`config.mk`:
```
export PLATFORM = sky130hd
export DESIGN_NAME = xor_checked_frame_parser
export DESIGN_NICKNAME = d
export VERILOG_FILES = /design/src/rtl/xcfp_pkg.sv /design/src/rtl/xor_checked_frame_parser.sv /design/src/rtl/xcfp_in_stage.sv /design/src/rtl/xcfp_core.sv /design/src/rtl/xcfp_out_reg.sv
export SDC_FILE = /design/constraint.sdc
export NUM_CORES = 1
export LEC_CHECK = 0
export BUFFER_PORTS_ARGS = -buffer_cell sky130_fd_sc_hd__buf_2
export CAP_MARGIN = 20
export CORE_MARGIN = 1
export CORE_UTILIZATION = 30
export DETAILED_ROUTE_END_ITERATION = 8
export PLACE_DENSITY = 0.54
export SYNTH_ARGS = -nofsm -noshare
export SYNTH_HDL_FRONTEND = slang
export SYNTH_SLANG_ARGS = --single-unit
export TNS_END_PERCENT = 5
```
`constraint.sdc`:
```
create_clock -name clk_i -period 3.3 [get_ports clk_i]
set_clock_uncertainty 0.15 [all_clocks]
set_input_delay 0.33 -clock clk_i [delete_from_list [all_inputs] [get_ports clk_i]]
set_output_delay 0.33 -clock clk_i [all_outputs]
set_load 0.01 [all_outputs]
```
`src/rtl/xcfp_pkg.sv`:
```
// ----------------------------------------------------------------------------
// xcfp_pkg
// Shared types, character codes and helpers for the XOR-checked frame parser.
// ----------------------------------------------------------------------------
package xcfp_pkg;

  // Default payload buffer size; frames keep at most one byte fewer.
  localparam int unsigned PayloadBufferDefault = 80;

  // Framing characters.
  localparam logic [7:0] CH_START = 8'h24;  // '$'
  localparam logic [7:0] CH_STAR  = 8'h2A;  // '*'
  localparam logic [7:0] CH_LF    = 8'h0A;  // newline
  localparam logic [7:0] CH_CR    = 8'h0D;  // carriage return
  localparam logic [7:0] CH_NUL   = 8'h00;

  // Number of checksum characters in a well-formed field.
  localparam logic [1:0] CSUM_CHARS = 2'd2;

  // Saturation limit of the reported payload length.
  localparam logic [6:0] LEN_MAX = 7'd127;

  // Packed widths of the output stream.
  localparam int unsigned OutDataWidth = 40;
  localparam int unsigned OutUserWidth = 2;

  typedef enum logic [1:0] {
    KIND_ECHO  = 2'd0,
    KIND_START = 2'd1,
    KIND_END   = 2'd2
  } xcfp_kind_e;

  typedef enum logic [1:0] {
    ST_OK       = 2'd0,
    ST_MISMATCH = 2'd1,
    ST_BAD_FLD  = 2'd2,
    ST_NO_STAR  = 2'd3
  } xcfp_status_e;

  typedef struct packed {
    xcfp_kind_e   kind;
    logic [7:0]   data_byte;
    xcfp_status_e status;
    logic [6:0]   payload_length;
    logic [7:0]   computed_xor;
    logic [7:0]   received_xor;
  } xcfp_result_t;

  // Hex digit decode: bit 4 flags a valid digit, bits 3:0 hold its value.
  function automatic logic [4:0] hex_digit(input logic [7:0] ch);
    logic [4:0] r;
    r = 5'd0;
    if (ch >= 8'h30 && ch <= 8'h39) begin
      r = {1'b1, 4'(ch - 8'h30)};
    end else if (ch >= 8'h41 && ch <= 8'h46) begin
      r = {1'b1, 4'(ch - 8'h37)};
    end else if (ch >= 8'h61 && ch <= 8'h66) begin
      r = {1'b1, 4'(ch - 8'h57)};
    end
    return r;
  endfunction

endpackage

```
`src/rtl/xor_checked_frame_parser.sv`:
```
// ----------------------------------------------------------------------------
// xor_checked_frame_parser
// Parses '$' payload '*' HH newline frames and checks the payload XOR.
// ----------------------------------------------------------------------------
// Each byte passes through the input register, then its result through the result register.
// Throughput: one byte per cycle, limited only by the sink's tready.
// The input register and the result register are each one entry deep.
// Reset (rst_ni low, asynchronous) empties both registers and closes any
// open frame; the two stored checksum characters are not cleared.
// ----------------------------------------------------------------------------
module xor_checked_frame_parser #(
  parameter int unsigned PAYLOAD_BUFFER = xcfp_pkg::PayloadBufferDefault
) (
  input  logic                                clk_i,
  input  logic                                rst_ni,
  // Input stream.
  input  logic                                s_axis_tvalid_i,
  output logic                                s_axis_tready_o,
  input  logic [7:0]                          s_axis_tdata_i,  // [7:0] rx_byte
  // Result stream.
  output logic                                m_axis_tvalid_o,
  input  logic                                m_axis_tready_i,
  // [7:0] data_byte, [9:8] status, [16:10] payload_length,
  // [24:17] computed_xor, [32:25] received_xor, [39:33] zero
  output logic [xcfp_pkg::OutDataWidth-1:0]   m_axis_tdata_o,
  output logic [xcfp_pkg::OutUserWidth-1:0]   m_axis_tuser_o  // [1:0] kind
);

  import xcfp_pkg::*;

  logic         byte_valid;
  logic [7:0]   byte_val;
  logic         take;
  logic         res_valid;
  logic         out_free;
  xcfp_result_t res;
  xcfp_result_t out_res;

  // The held byte is consumed when it produces no result, or when the
  // result register is empty or being emptied this same cycle. Bytes that
  // are dropped or only update frame state never wait on the sink.
  assign take = byte_valid && (!res_valid || out_free);

  xcfp_in_stage u_in_stage (
    .clk_i     (clk_i),
    .rst_ni    (rst_ni),
    .s_valid_i (s_axis_tvalid_i),
    .s_ready_o (s_axis_tready_o),
    .s_byte_i  (s_axis_tdata_i),
    .valid_o   (byte_valid),
    .byte_o    (byte_val),
    .pop_i     (take)
  );

  // The frame state updates only when the held byte is consumed, so a
  // stalled byte is evaluated again with unchanged state each cycle.
  xcfp_core #(
    .PAYLOAD_BUFFER (PAYLOAD_BUFFER)
  ) u_core (
    .clk_i       (clk_i),
    .rst_ni      (rst_ni),
    .byte_i      (byte_val),
    .take_i      (take),
    .res_valid_o (res_valid),
    .res_o       (res)
  );

  xcfp_out_reg u_out_reg (
    .clk_i   (clk_i),
    .rst_ni  (rst_ni),
    .push_i  (take && res_valid),
    .res_i   (res),
    .free_o  (out_free),
    .valid_o (m_axis_tvalid_o),
    .ready_i (m_axis_tready_i),
    .res_o   (out_res)
  );

  // Pack the result fields onto the stream, lowest field in the lowest bits.
  assign m_axis_tdata_o = {7'd0,
                           out_res.received_xor,
                           out_res.computed_xor,
                           out_res.payload_length,
                           out_res.status,
                           out_res.data_byte};
  assign m_axis_tuser_o = out_res.kind;

endmodule

```
`src/rtl/xcfp_in_stage.sv`:
```
// ----------------------------------------------------------------------------
// xcfp_in_stage
// Input register: holds one received byte until the parser consumes it.
// ----------------------------------------------------------------------------
module xcfp_in_stage (
  input  logic       clk_i,
  input  logic       rst_ni,
  input  logic       s_valid_i,
  output logic       s_ready_o,
  input  logic [7:0] s_byte_i,
  output logic       valid_o,
  output logic [7:0] byte_o,
  input  logic       pop_i
);

  logic       valid_q, valid_d;
  logic [7:0] byte_q;
  logic       load;

  // The slot can take a byte when empty or when its byte leaves this cycle.
  assign s_ready_o = !valid_q || pop_i;
  assign load      = s_valid_i && s_ready_o;

  always_comb begin
    valid_d = valid_q;
    if (load) begin
      valid_d = 1'b1;
    end else if (pop_i) begin
      valid_d = 1'b0;
    end
  end

  always_ff @(posedge clk_i or negedge rst_ni) begin
    if (!rst_ni) begin
      valid_q <= 1'b0;
    end else begin
      valid_q <= valid_d;
    end
  end

  always_ff @(posedge clk_i) begin
    if (load) begin
      byte_q <= s_byte_i;
    end
  end

  assign valid_o = valid_q;
  assign byte_o  = byte_q;

endmodule

```
`src/rtl/xcfp_core.sv`:
```
// ----------------------------------------------------------------------------
// xcfp_core
// Frame state and per-byte update: echo, frame start and frame verdict.
// ----------------------------------------------------------------------------
module xcfp_core #(
  parameter int unsigned PAYLOAD_BUFFER = xcfp_pkg::PayloadBufferDefault
) (
  input  logic                 clk_i,
  input  logic                 rst_ni,
  input  logic [7:0]           byte_i,
  input  logic                 take_i,
  output logic                 res_valid_o,
  output xcfp_pkg::xcfp_result_t res_o
);

  import xcfp_pkg::*;

  localparam int unsigned CW = $clog2(PAYLOAD_BUFFER);
  localparam logic [CW-1:0] StoreLimit = CW'(PAYLOAD_BUFFER - 1);

  logic          in_frame_q, in_frame_d;
  logic          in_csum_q, in_csum_d;
  logic [CW-1:0] stored_q, stored_d;
  logic [CW-1:0] eff_len_q, eff_len_d;
  logic          nul_seen_q, nul_seen_d;
  logic [7:0]    xor_q, xor_d;
  logic [1:0]    csum_cnt_q, csum_cnt_d;
  logic [7:0]    csum_chars_q [2];
  logic          csum_wr;

  logic [4:0]    hi_dig, lo_dig;
  logic [8:0]    eff_ext;
  logic [7:0]    rx_xor;
  logic          nul_now;

  assign hi_dig  = hex_digit(csum_chars_q[0]);
  assign lo_dig  = hex_digit(csum_chars_q[1]);
  assign rx_xor  = {hi_dig[3:0], lo_dig[3:0]};
  assign eff_ext = 9'(eff_len_q);
  assign nul_now = nul_seen_q || (byte_i == CH_NUL);

  always_comb begin
    in_frame_d  = in_frame_q;
    in_csum_d   = in_csum_q;
    stored_d    = stored_q;
    eff_len_d   = eff_len_q;
    nul_seen_d  = nul_seen_q;
    xor_d       = xor_q;
    csum_cnt_d  = csum_cnt_q;
    csum_wr     = 1'b0;
    res_valid_o = 1'b0;
    res_o       = '0;

    if (byte_i == CH_START) begin
      // A start marker always opens a fresh frame, dropping any open one.
      in_frame_d  = 1'b1;
      in_csum_d   = 1'b0;
      stored_d    = '0;
      eff_len_d   = '0;
      nul_seen_d  = 1'b0;
      xor_d       = '0;
      csum_cnt_d  = '0;
      res_valid_o = 1'b1;
      res_o.kind  = KIND_START;
    end else if (in_frame_q && byte_i != CH_CR) begin
      if (byte_i == CH_LF) begin
        res_valid_o          = 1'b1;
        res_o.kind           = KIND_END;
        res_o.computed_xor   = xor_q;
        res_o.payload_length = (eff_ext > 9'(LEN_MAX)) ? LEN_MAX : eff_ext[6:0];
        if (!in_csum_q) begin
          res_o.status = ST_NO_STAR;
        end else if (csum_cnt_q != CSUM_CHARS || !hi_dig[4] || !lo_dig[4]) begin
          res_o.status = ST_BAD_FLD;
        end else begin
          res_o.received_xor = rx_xor;
          res_o.status       = (rx_xor == xor_q) ? ST_OK : ST_MISMATCH;
        end
        in_frame_d = 1'b0;
        in_csum_d  = 1'b0;
        stored_d   = '0;
        eff_len_d  = '0;
        nul_seen_d = 1'b0;
        xor_d      = '0;
        csum_cnt_d = '0;
      end else if (byte_i == CH_STAR) begin
        in_csum_d = 1'b1;
      end else if (in_csum_q) begin
        if (csum_cnt_q < CSUM_CHARS) begin
          csum_wr    = 1'b1;
          csum_cnt_d = csum_cnt_q + 2'd1;
        end
      end else if (stored_q < StoreLimit) begin
        stored_d   = stored_q + CW'(1);
        nul_seen_d = nul_now;
        if (!nul_now) begin
          xor_d           = xor_q ^ byte_i;
          eff_len_d       = eff_len_q + CW'(1);
          res_valid_o     = 1'b1;
          res_o.kind      = KIND_ECHO;
          res_o.data_byte = byte_i;
        end
      end
    end
  end

  always_ff @(posedge clk_i or negedge rst_ni) begin
    if (!rst_ni) begin
      in_frame_q <= 1'b0;
      in_csum_q  <= 1'b0;
      stored_q   <= '0;
      eff_len_q  <= '0;
      nul_seen_q <= 1'b0;
      xor_q      <= '0;
      csum_cnt_q <= '0;
    end else if (take_i) begin
      in_frame_q <= in_frame_d;
      in_csum_q  <= in_csum_d;
      stored_q   <= stored_d;
      eff_len_q  <= eff_len_d;
      nul_seen_q <= nul_seen_d;
      xor_q      <= xor_d;
      csum_cnt_q <= csum_cnt_d;
    end
  end

  always_ff @(posedge clk_i) begin
    if (take_i && csum_wr) begin
      csum_chars_q[csum_cnt_q[0]] <= byte_i;
    end
  end

endmodule

```
`src/rtl/xcfp_out_reg.sv`:
```
// ----------------------------------------------------------------------------
// xcfp_out_reg
// Result register: holds one finished result until the sink takes it.
// ----------------------------------------------------------------------------
module xcfp_out_reg (
  input  logic                   clk_i,
  input  logic                   rst_ni,
  input  logic                   push_i,
  input  xcfp_pkg::xcfp_result_t res_i,
  output logic                   free_o,
  output logic                   valid_o,
  input  logic                   ready_i,
  output xcfp_pkg::xcfp_result_t res_o
);

  import xcfp_pkg::*;

  logic         valid_q, valid_d;
  xcfp_result_t res_q;

  assign free_o = !valid_q || ready_i;

  always_comb begin
    valid_d = valid_q;
    if (push_i) begin
      valid_d = 1'b1;
    end else if (ready_i) begin
      valid_d = 1'b0;
    end
  end

  always_ff @(posedge clk_i or negedge rst_ni) begin
    if (!rst_ni) begin
      valid_q <= 1'b0;
    end else begin
      valid_q <= valid_d;
    end
  end

  always_ff @(posedge clk_i) begin
    if (push_i) begin
      res_q <= res_i;
    end
  end

  assign valid_o = valid_q;
  assign res_o   = res_q;

endmodule
```
# Yosys cells after proc, flatten, opt, wreduce, memory -nomap -nowiden
# Memories as Yosys holds them, arrays and structs flattened.
# Index checks and enable logic that the tools add are counted.
word_totals:
  ff_bits: 72
  ram_bits: 16
  input_bits: 12
  out_inout_bits: 44
  wordCells: 174
  memories: 1
classes:
  add_sub_neg: 9
  n_lt_le_gt_ge: 15
  eq_ne: 9
  n_mux: 78
  n_bitwise: 5
  n_reduce_logical: 40
mem_list:
  columns: ["memory", "words", "width", "read_ports", "rd_ports_with_merged_regs", "wr", "line", "source"]
  rows:
  - ["u_core.csum_chars_q", 2, 8, 2, 0, 1, "xcfp_core.sv:28", "logic [7:0] csum_chars_q [2];"]
ops:
  columns: ["cell", "n"]
  rows:
  - ["two-way mux 7 bit", 14]
  - ["two-way mux 8 bit", 11]
  - ["two-way mux 34 bit", 1]
  - ["two-way mux 1 bit", 33]
  - ["greater-or-equal comparator 8 x 7 -> 1 bit (second input constant)", 4]
  - ["<= comparator 8 x 7 -> 1 bit (second input constant)", 4]
  - ["two-way mux 10 bit", 3]
  - ["two-way mux 5 bit", 6]
  - ["two-way mux 25 bit", 1]
  - ["two-way mux 2 bit", 9]
  - ["== test 8 x 6 -> 1 bit (second input constant)", 2]
  - ["greater-or-equal comparator 8 x 6 -> 1 bit (second input constant)", 2]
  - ["<= comparator 8 x 6 -> 1 bit (second input constant)", 2]
  - ["subtractor 4 x 3 -> 4 bit (second input constant)", 4]
  - ["adder 7 x 1 -> 7 bit (second input constant)", 2]
  - ["nonzero test 3 bit", 4]
  - ["logical AND 1 bit", 11]
  - ["AND reduction 5 bit", 2]
  - ["== test 8 x 4 -> 1 bit (second input constant)", 1]
  - ["== test 8 bit", 1]
  - ["logical NOT 8 bit", 1]
  - ["!= test 8 x 4 -> 1 bit (second input constant)", 1]
  - ["nonzero test 2 bit", 4]
  - ["subtractor 4 x 1 -> 4 bit (second input constant)", 2]
  - ["other kinds (17)", 31]

# Depth between registers and ports, before layout
logic_depth:
  depth_word: 15
  ltp_mapped: 10
  depth_no_buf: 9

# Modules after synthesis
# From an unflattened synthesis, not the netlist that was laid out.
hier_totals:
  hier_cells: 340
  hier_area_um2: 4121.5
by_module_without_submodules:
  columns: ["module", "instances", "cells_each", "area_per_inst_um2", "seq_area_each_um2"]
  rows:
  - ["xcfp_core", 1, 279, 2653.8, 1156.1]
  - ["xcfp_out_reg", 1, 38, 1098.6, 1076.0]
  - ["xcfp_in_stage", 1, 12, 294.0, 265.3]
  - ["xor_checked_frame_parser", 1, 11, 75.1, 0.0]

# Worst setup path after synthesis
# OpenSTA, ideal clock, no wires.
synth_path:
  kind: "flip-flop to flip-flop"
  startpoint: "register u_in_stage.byte_q[1], in the netlist u_in_stage.byte_o[1]"
  endpoint: "memory u_core.csum_chars_q[1][0] (enable)"
  setup_time_ps: 419
  arrival_ps: 2628
  t_required_ps: 2731
  slack_ps: 103
  stages_incl_launch_ff: 8
  n_path_buf: 2
  period_less_slack_ps: 3197
  cell_sequence: "edfxtp_1 buf_2 and4bb_1 nand2b_1 a21o_1 buf_2 nand3_1 a2111oi_0"
synth_between:
  elab_chain_len: 15
  elab_cells_between_ends: 24
  cone_classes: "eq/ne (4); mux (13); reduce/logical (7)"
synth_rtl:
  columns: ["item", "line", "source"]
  rows:
  - ["from (decl)", "xcfp_in_stage.sv:17", "logic [7:0] byte_q;"]
  - ["from (signal assigned)", "xcfp_in_stage.sv:43", "byte_q <= s_byte_i;"]
  - ["logical NOT 8 bit", "xcfp_core.sv:40", "assign nul_now = nul_seen_q || (byte_i == CH_NUL);"]
  - ["logical OR 1 bit", "xcfp_core.sv:40", null]
  - ["two-way mux 1 bit", "xcfp_core.sv:96", "if (!nul_now) begin"]
  - ["two-way mux 1 bit", "xcfp_core.sv:93", "end else if (stored_q < StoreLimit) begin"]
  - ["two-way mux 1 bit", "xcfp_core.sv:88", "end else if (in_csum_q) begin"]
  - ["two-way mux 1 bit", "xcfp_core.sv:86", "end else if (byte_i == CH_STAR) begin"]
  - ["two-way mux 1 bit", "xcfp_core.sv:66", "if (byte_i == CH_LF) begin"]
  - ["two-way mux 1 bit", "xcfp_core.sv:65", "end else if (in_frame_q && byte_i != CH_CR) begin"]
  - ["two-way mux 1 bit", "xcfp_core.sv:54", "if (byte_i == CH_START) begin"]
  - ["logical NOT 1 bit", "xor_checked_frame_parser.sv:42", "assign take = byte_valid && (!res_valid || out_free);"]
  - ["logical OR 1 bit", "xor_checked_frame_parser.sv:42", null]
  - ["logical AND 1 bit", "xor_checked_frame_parser.sv:42", null]
  - ["logical AND 1 bit *", "xcfp_core.sv:128", "if (take_i && csum_wr) begin"]
  - ["two-way mux 1 bit *", "xcfp_core.sv:128", null]
  - ["two-way mux 1 bit (implied by the code) *", "xcfp_core.sv:129", "csum_chars_q[csum_cnt_q[0]] <= byte_i;"]
  - ["to (decl)", "xcfp_core.sv:28", null]
# Mark *: on every way between the ends. The rest lies on a longest branch, timed or not.

# Worst setup path after layout
layout_path:
  startpoint: "register u_in_stage.byte_q[0], in the netlist u_in_stage.byte_o[0]"
  endpoint: "register u_out_reg.res_q, in the netlist u_out_reg.res_o[3] (enable)"
layout_between:
  elab_chain_len: 13
  elab_cells_between_ends: 18
  cone_classes: "eq/ne (4); mux (7); reduce/logical (7)"
layout_rtl:
  columns: ["item", "line", "source"]
  rows:
  - ["logical NOT 8 bit", "xcfp_core.sv:40", null]
  - ["logical OR 1 bit", "xcfp_core.sv:40", null]
  - ["two-way mux 1 bit", "xcfp_core.sv:96", null]
  - ["two-way mux 1 bit", "xcfp_core.sv:93", null]
  - ["two-way mux 1 bit", "xcfp_core.sv:88", null]
  - ["two-way mux 1 bit", "xcfp_core.sv:86", null]
  - ["two-way mux 1 bit", "xcfp_core.sv:66", null]
  - ["two-way mux 1 bit", "xcfp_core.sv:65", null]
  - ["two-way mux 1 bit *", "xcfp_core.sv:54", null]
  - ["logical NOT 1 bit", "xor_checked_frame_parser.sv:42", null]
  - ["logical OR 1 bit", "xor_checked_frame_parser.sv:42", null]
  - ["logical AND 1 bit", "xor_checked_frame_parser.sv:42", null]
  - ["logical AND 1 bit *", "xor_checked_frame_parser.sv:71", ".push_i (take && res_valid),"]
  - ["to (signal assigned)", "xcfp_out_reg.sv:42", "res_q <= res_i;"]
  - ["to (decl)", "xcfp_out_reg.sv:19", "xcfp_result_t res_q;"]
# Marked as above.
# A chain may end at the register's enable or synchronous reset.

==> flow_metrics.tcl <==
set metrics [dict create \
    status "complete, no violations" \
    drc_errors 0 \
    stdcell_area_sq_um 5051 \
    clock-sinks 88 \
    area_growth_pct 17.77 \
    synth_top_family_by_area "simple AND/OR/NAND/NOR gates" \
    clock_latency_ps 350 \
    wl_um 9147 \
    hold_path_class "in2reg" \
    routed_via_density 4.833 \
    synth_edf_count 59 \
    grt_overflow 0 \
    final_common_cell "edfxtp_1" \
    synthArstFlopShare_pct 32.95 \
    syn_area_sq_um 4289 \
    drtPass1Iterations 4 \
    floorplan.initialDensity_pct 30.78 \
    multi_input_area_sq_um 1648 \
    fmax_ghz 0.3398 \
    cts_setup_buffers 0 \
    yosysWarnings 0 \
    min_period_over_period_pct 89.17 \
    hold_end "u_in_stage.byte_o[0]$_DFFE_PP_" \
    first_global_vias 2950 \
    critPathKind "reg2reg" \
    synth.avg_cell_area_sq_um 11.75 \
    grt_max_degree 36 \
    synthMuxAreaShare_pct 1.634 \
    synthCells 365 \
    relSlewSlack_pct 51.54 \
    fp.dieW_um 121.6 \
    reg2reg_setup_slack_ps 360 \
    drtIter0Drc 144 \
    ys_seq_area_share_pct 58.23 \
    tritoncts "built" \
    synthXorXnorAreaFrac_pct 1.225 \
    worstPathRequired_ps 3200 \
    ios 56 \
    leakage_nw 2.107 \
    finalHoldViolations 0 \
    ff_latch_area_sq_um 2497 \
    synth_seq_cells 88 \
    period_needed_ps 2943 \
    hold-worst-slack_ps 12.15 \
    final_cell_mix "edfxtp_1, buf_2, nor2_1, dfrtp_1, nand2_1" \
    path_clk_slew_ps 70 \
    critPathLaunchType "flop" \
    track_usage_pct 13.42 \
    ant_nets 0 \
    cp_max_fo 35 \
    finalSetupViolations 0 \
    final_util_pct 36.25 \
    dpl.hpwl_um 6518 \
    nets 442 \
    powerDensity_nw_per_um2 484.6 \
    drv_slew 0 \
    antenna_cells 0 \
    grt_first_pass_wirelength_um 15020 \
    dieHeight_um 121.6 \
    io_buffers 48 \
    root_buffer "clkbuf_16" \
    synthSimpleGateAreaFrac_pct 17.94 \
    core_area_sq_um 13930 \
    worstMarginPinSlew_ps 725.9 \
    cap_violations 0 \
    rows 43 \
    globalplace.congestion 0.7975 \
    netlist_top_cells_area "edfxtp_1, dfrtp_1, and2_1" \
    tns_ps 0 \
    r2r-start "u_in_stage.byte_o[0]$_DFFE_PP_" \
    hp-start "s_axis_tdata_i[0]" \
    r2r_end "u_out_reg.res_o[3]$_SDFFCE_PP0P_" \
    hold_depth 1 \
    cp-end-kind "flop" \
    cp.arrival_ps 2850 \
    clk_path_buf_depth 2 \
    post_dp_cell_area_sq_um 4717 \
    yosysUniqueCellTypes 62 \
    r2r_cells 7 \
    nFillCells 1357 \
    synth_compound_area_share_pct 13.77 \
    rsz0062_at_grt "false" \
    die_area_sq_um 14780 \
    htreeDepth 3 \
    synth.top_cell.area_share_pct 41.31 \
    synth_top_area_cell "edfxtp_1" \
    numCtsBuffers 9 \
    drive_gt1_share_pct 20.28 \
    ys.flop_type "edfxtp_1" \
    routedWlPerCell_um 15.14 \
    dr_total_vias 2919 \
    synth_adder_area_share_pct 3.209 \
    ir_worst_vdd_v 0.0002256 \
    antenna_found_initial 0 \
]
-- layer usage --
| layer | share of wire [%] | GRT usage (%) |
|---|---|---|
| met4 | 2.1 | 5.787 |
| met3 | 4.7 | 3.558 |
| met1 | 48 | 17.94 |
| met5 | 0 | 0 |
| met2 | 45 | 20.45 |
-- cell usage after synthesis, types with 3 or more instances --
cell / number
inv_1: 12
and2_1: 22
nand2_1: 25
nor3b_1: 4
ha_1: 11
nand3_1: 14
a21oi_1: 24
buf_4: 7
nor2_1: 29
nand2b_1: 5
dfrtp_1: 29
xor2_1: 3
o21ai_0: 12
a31o_1: 4
and3_1: 3
a21o_1: 6
or3_1: 6
edfxtp_1: 59
mux2i_1: 7
buf_2: 8
a31oi_1: 4
a22o_1: 3
xnor2_1: 3
nand4_1: 4
nor3_1: 4
nor2b_1: 5
o21bai_1: 4
a21boi_0: 3
-- what timing repair did --
item                       CTS  global route
resized for setup            0             0
hold buffers                 1             0
hold endpoints to repair    29             0
setup endpoints to repair    0             0
-- worst max-delay path: stages (launching register included) --
cell,delay [ps]
edfxtp_1,540
nor3_2,260
nand4_1,230
a21oi_4,270
a31o_4,140
nand3_2,190
inv_2,610
buf_12,240
-- power breakdown --
part / switching, mW / leakage [nW] / internal (mW)
clock network: 0.444 / 0.159 / 0.672
registers: 0.0354 / 0.968 / 1.20
logic: 0.0586 / 0.980 / 0.0413
total: 0.538 / 2.11 / 1.91
-- layout make-up --
class | count | share of cell area (%)
Timing Repair Buffer | 55 | 6.094
Inverter | 13 | 0.9661
Sequential cell | 88 | 49.44
Clock inverter | 7 | 1.957
Clock buffer | 9 | 4.459
Multi-Input combinational cell | 252 | 32.62
Tap cell | 180 | 4.459
-- sequential cells by signal, summed over array words and instances, names as in the netlist --
name / cells
u_out_reg.res_o: 35
u_core.csum_cnt_q: 2
u_core.eff_len_q: 7
u_core.in_frame_q: 1
u_out_reg.valid_o: 1
u_core.csum_chars_q: 16
u_core.in_csum_q: 1
u_core.nul_seen_q: 1
u_in_stage.valid_o: 1
u_core.stored_q: 7
u_in_stage.byte_o: 8
u_core.xor_q: 8
-- stage by stage --
step,instances,total power [mW],worst slack [ps]
after detailed placement,587,1.354,345.4
final,604,2.448,357.4
after global placement,587,1.350,450.5
after CTS,604,2.478,323.5
after floorplan,371,1.317,103.1
after global routing,604,2.534,137.2
-- worst max-delay path by stage --
stage,from,end
finish,u_in_stage.byte_o[0]$_DFFE_PP_,u_out_reg.res_o[3]$_SDFFCE_PP0P_
global route,u_in_stage.byte_o[0]$_DFFE_PP_,u_core.xor_q[5]$_DFFE_PN0P_
CTS,u_in_stage.byte_o[0]$_DFFE_PP_,u_out_reg.res_o[3]$_SDFFCE_PP0P_
detailed placement,u_in_stage.byte_o[0]$_DFFE_PP_,u_out_reg.res_o[3]$_SDFFCE_PP0P_
global placement,u_in_stage.byte_o[0]$_DFFE_PP_,u_out_reg.res_o[0]$_SDFFCE_PP0P_
floorplan,u_in_stage.byte_o[1]$_DFFE_PP_,u_core.csum_chars_q[1][0]$_DFFE_PP_
-- cells by family after synthesis --
kind of cell,after synthesis
buf+inv,31
compound gates,84
other cells,1
mux,7
xor+xnor,6
simple gates,137
fa+ha+maj,11
flops,88
Note: power is estimated with default switching activity, not from simulation.
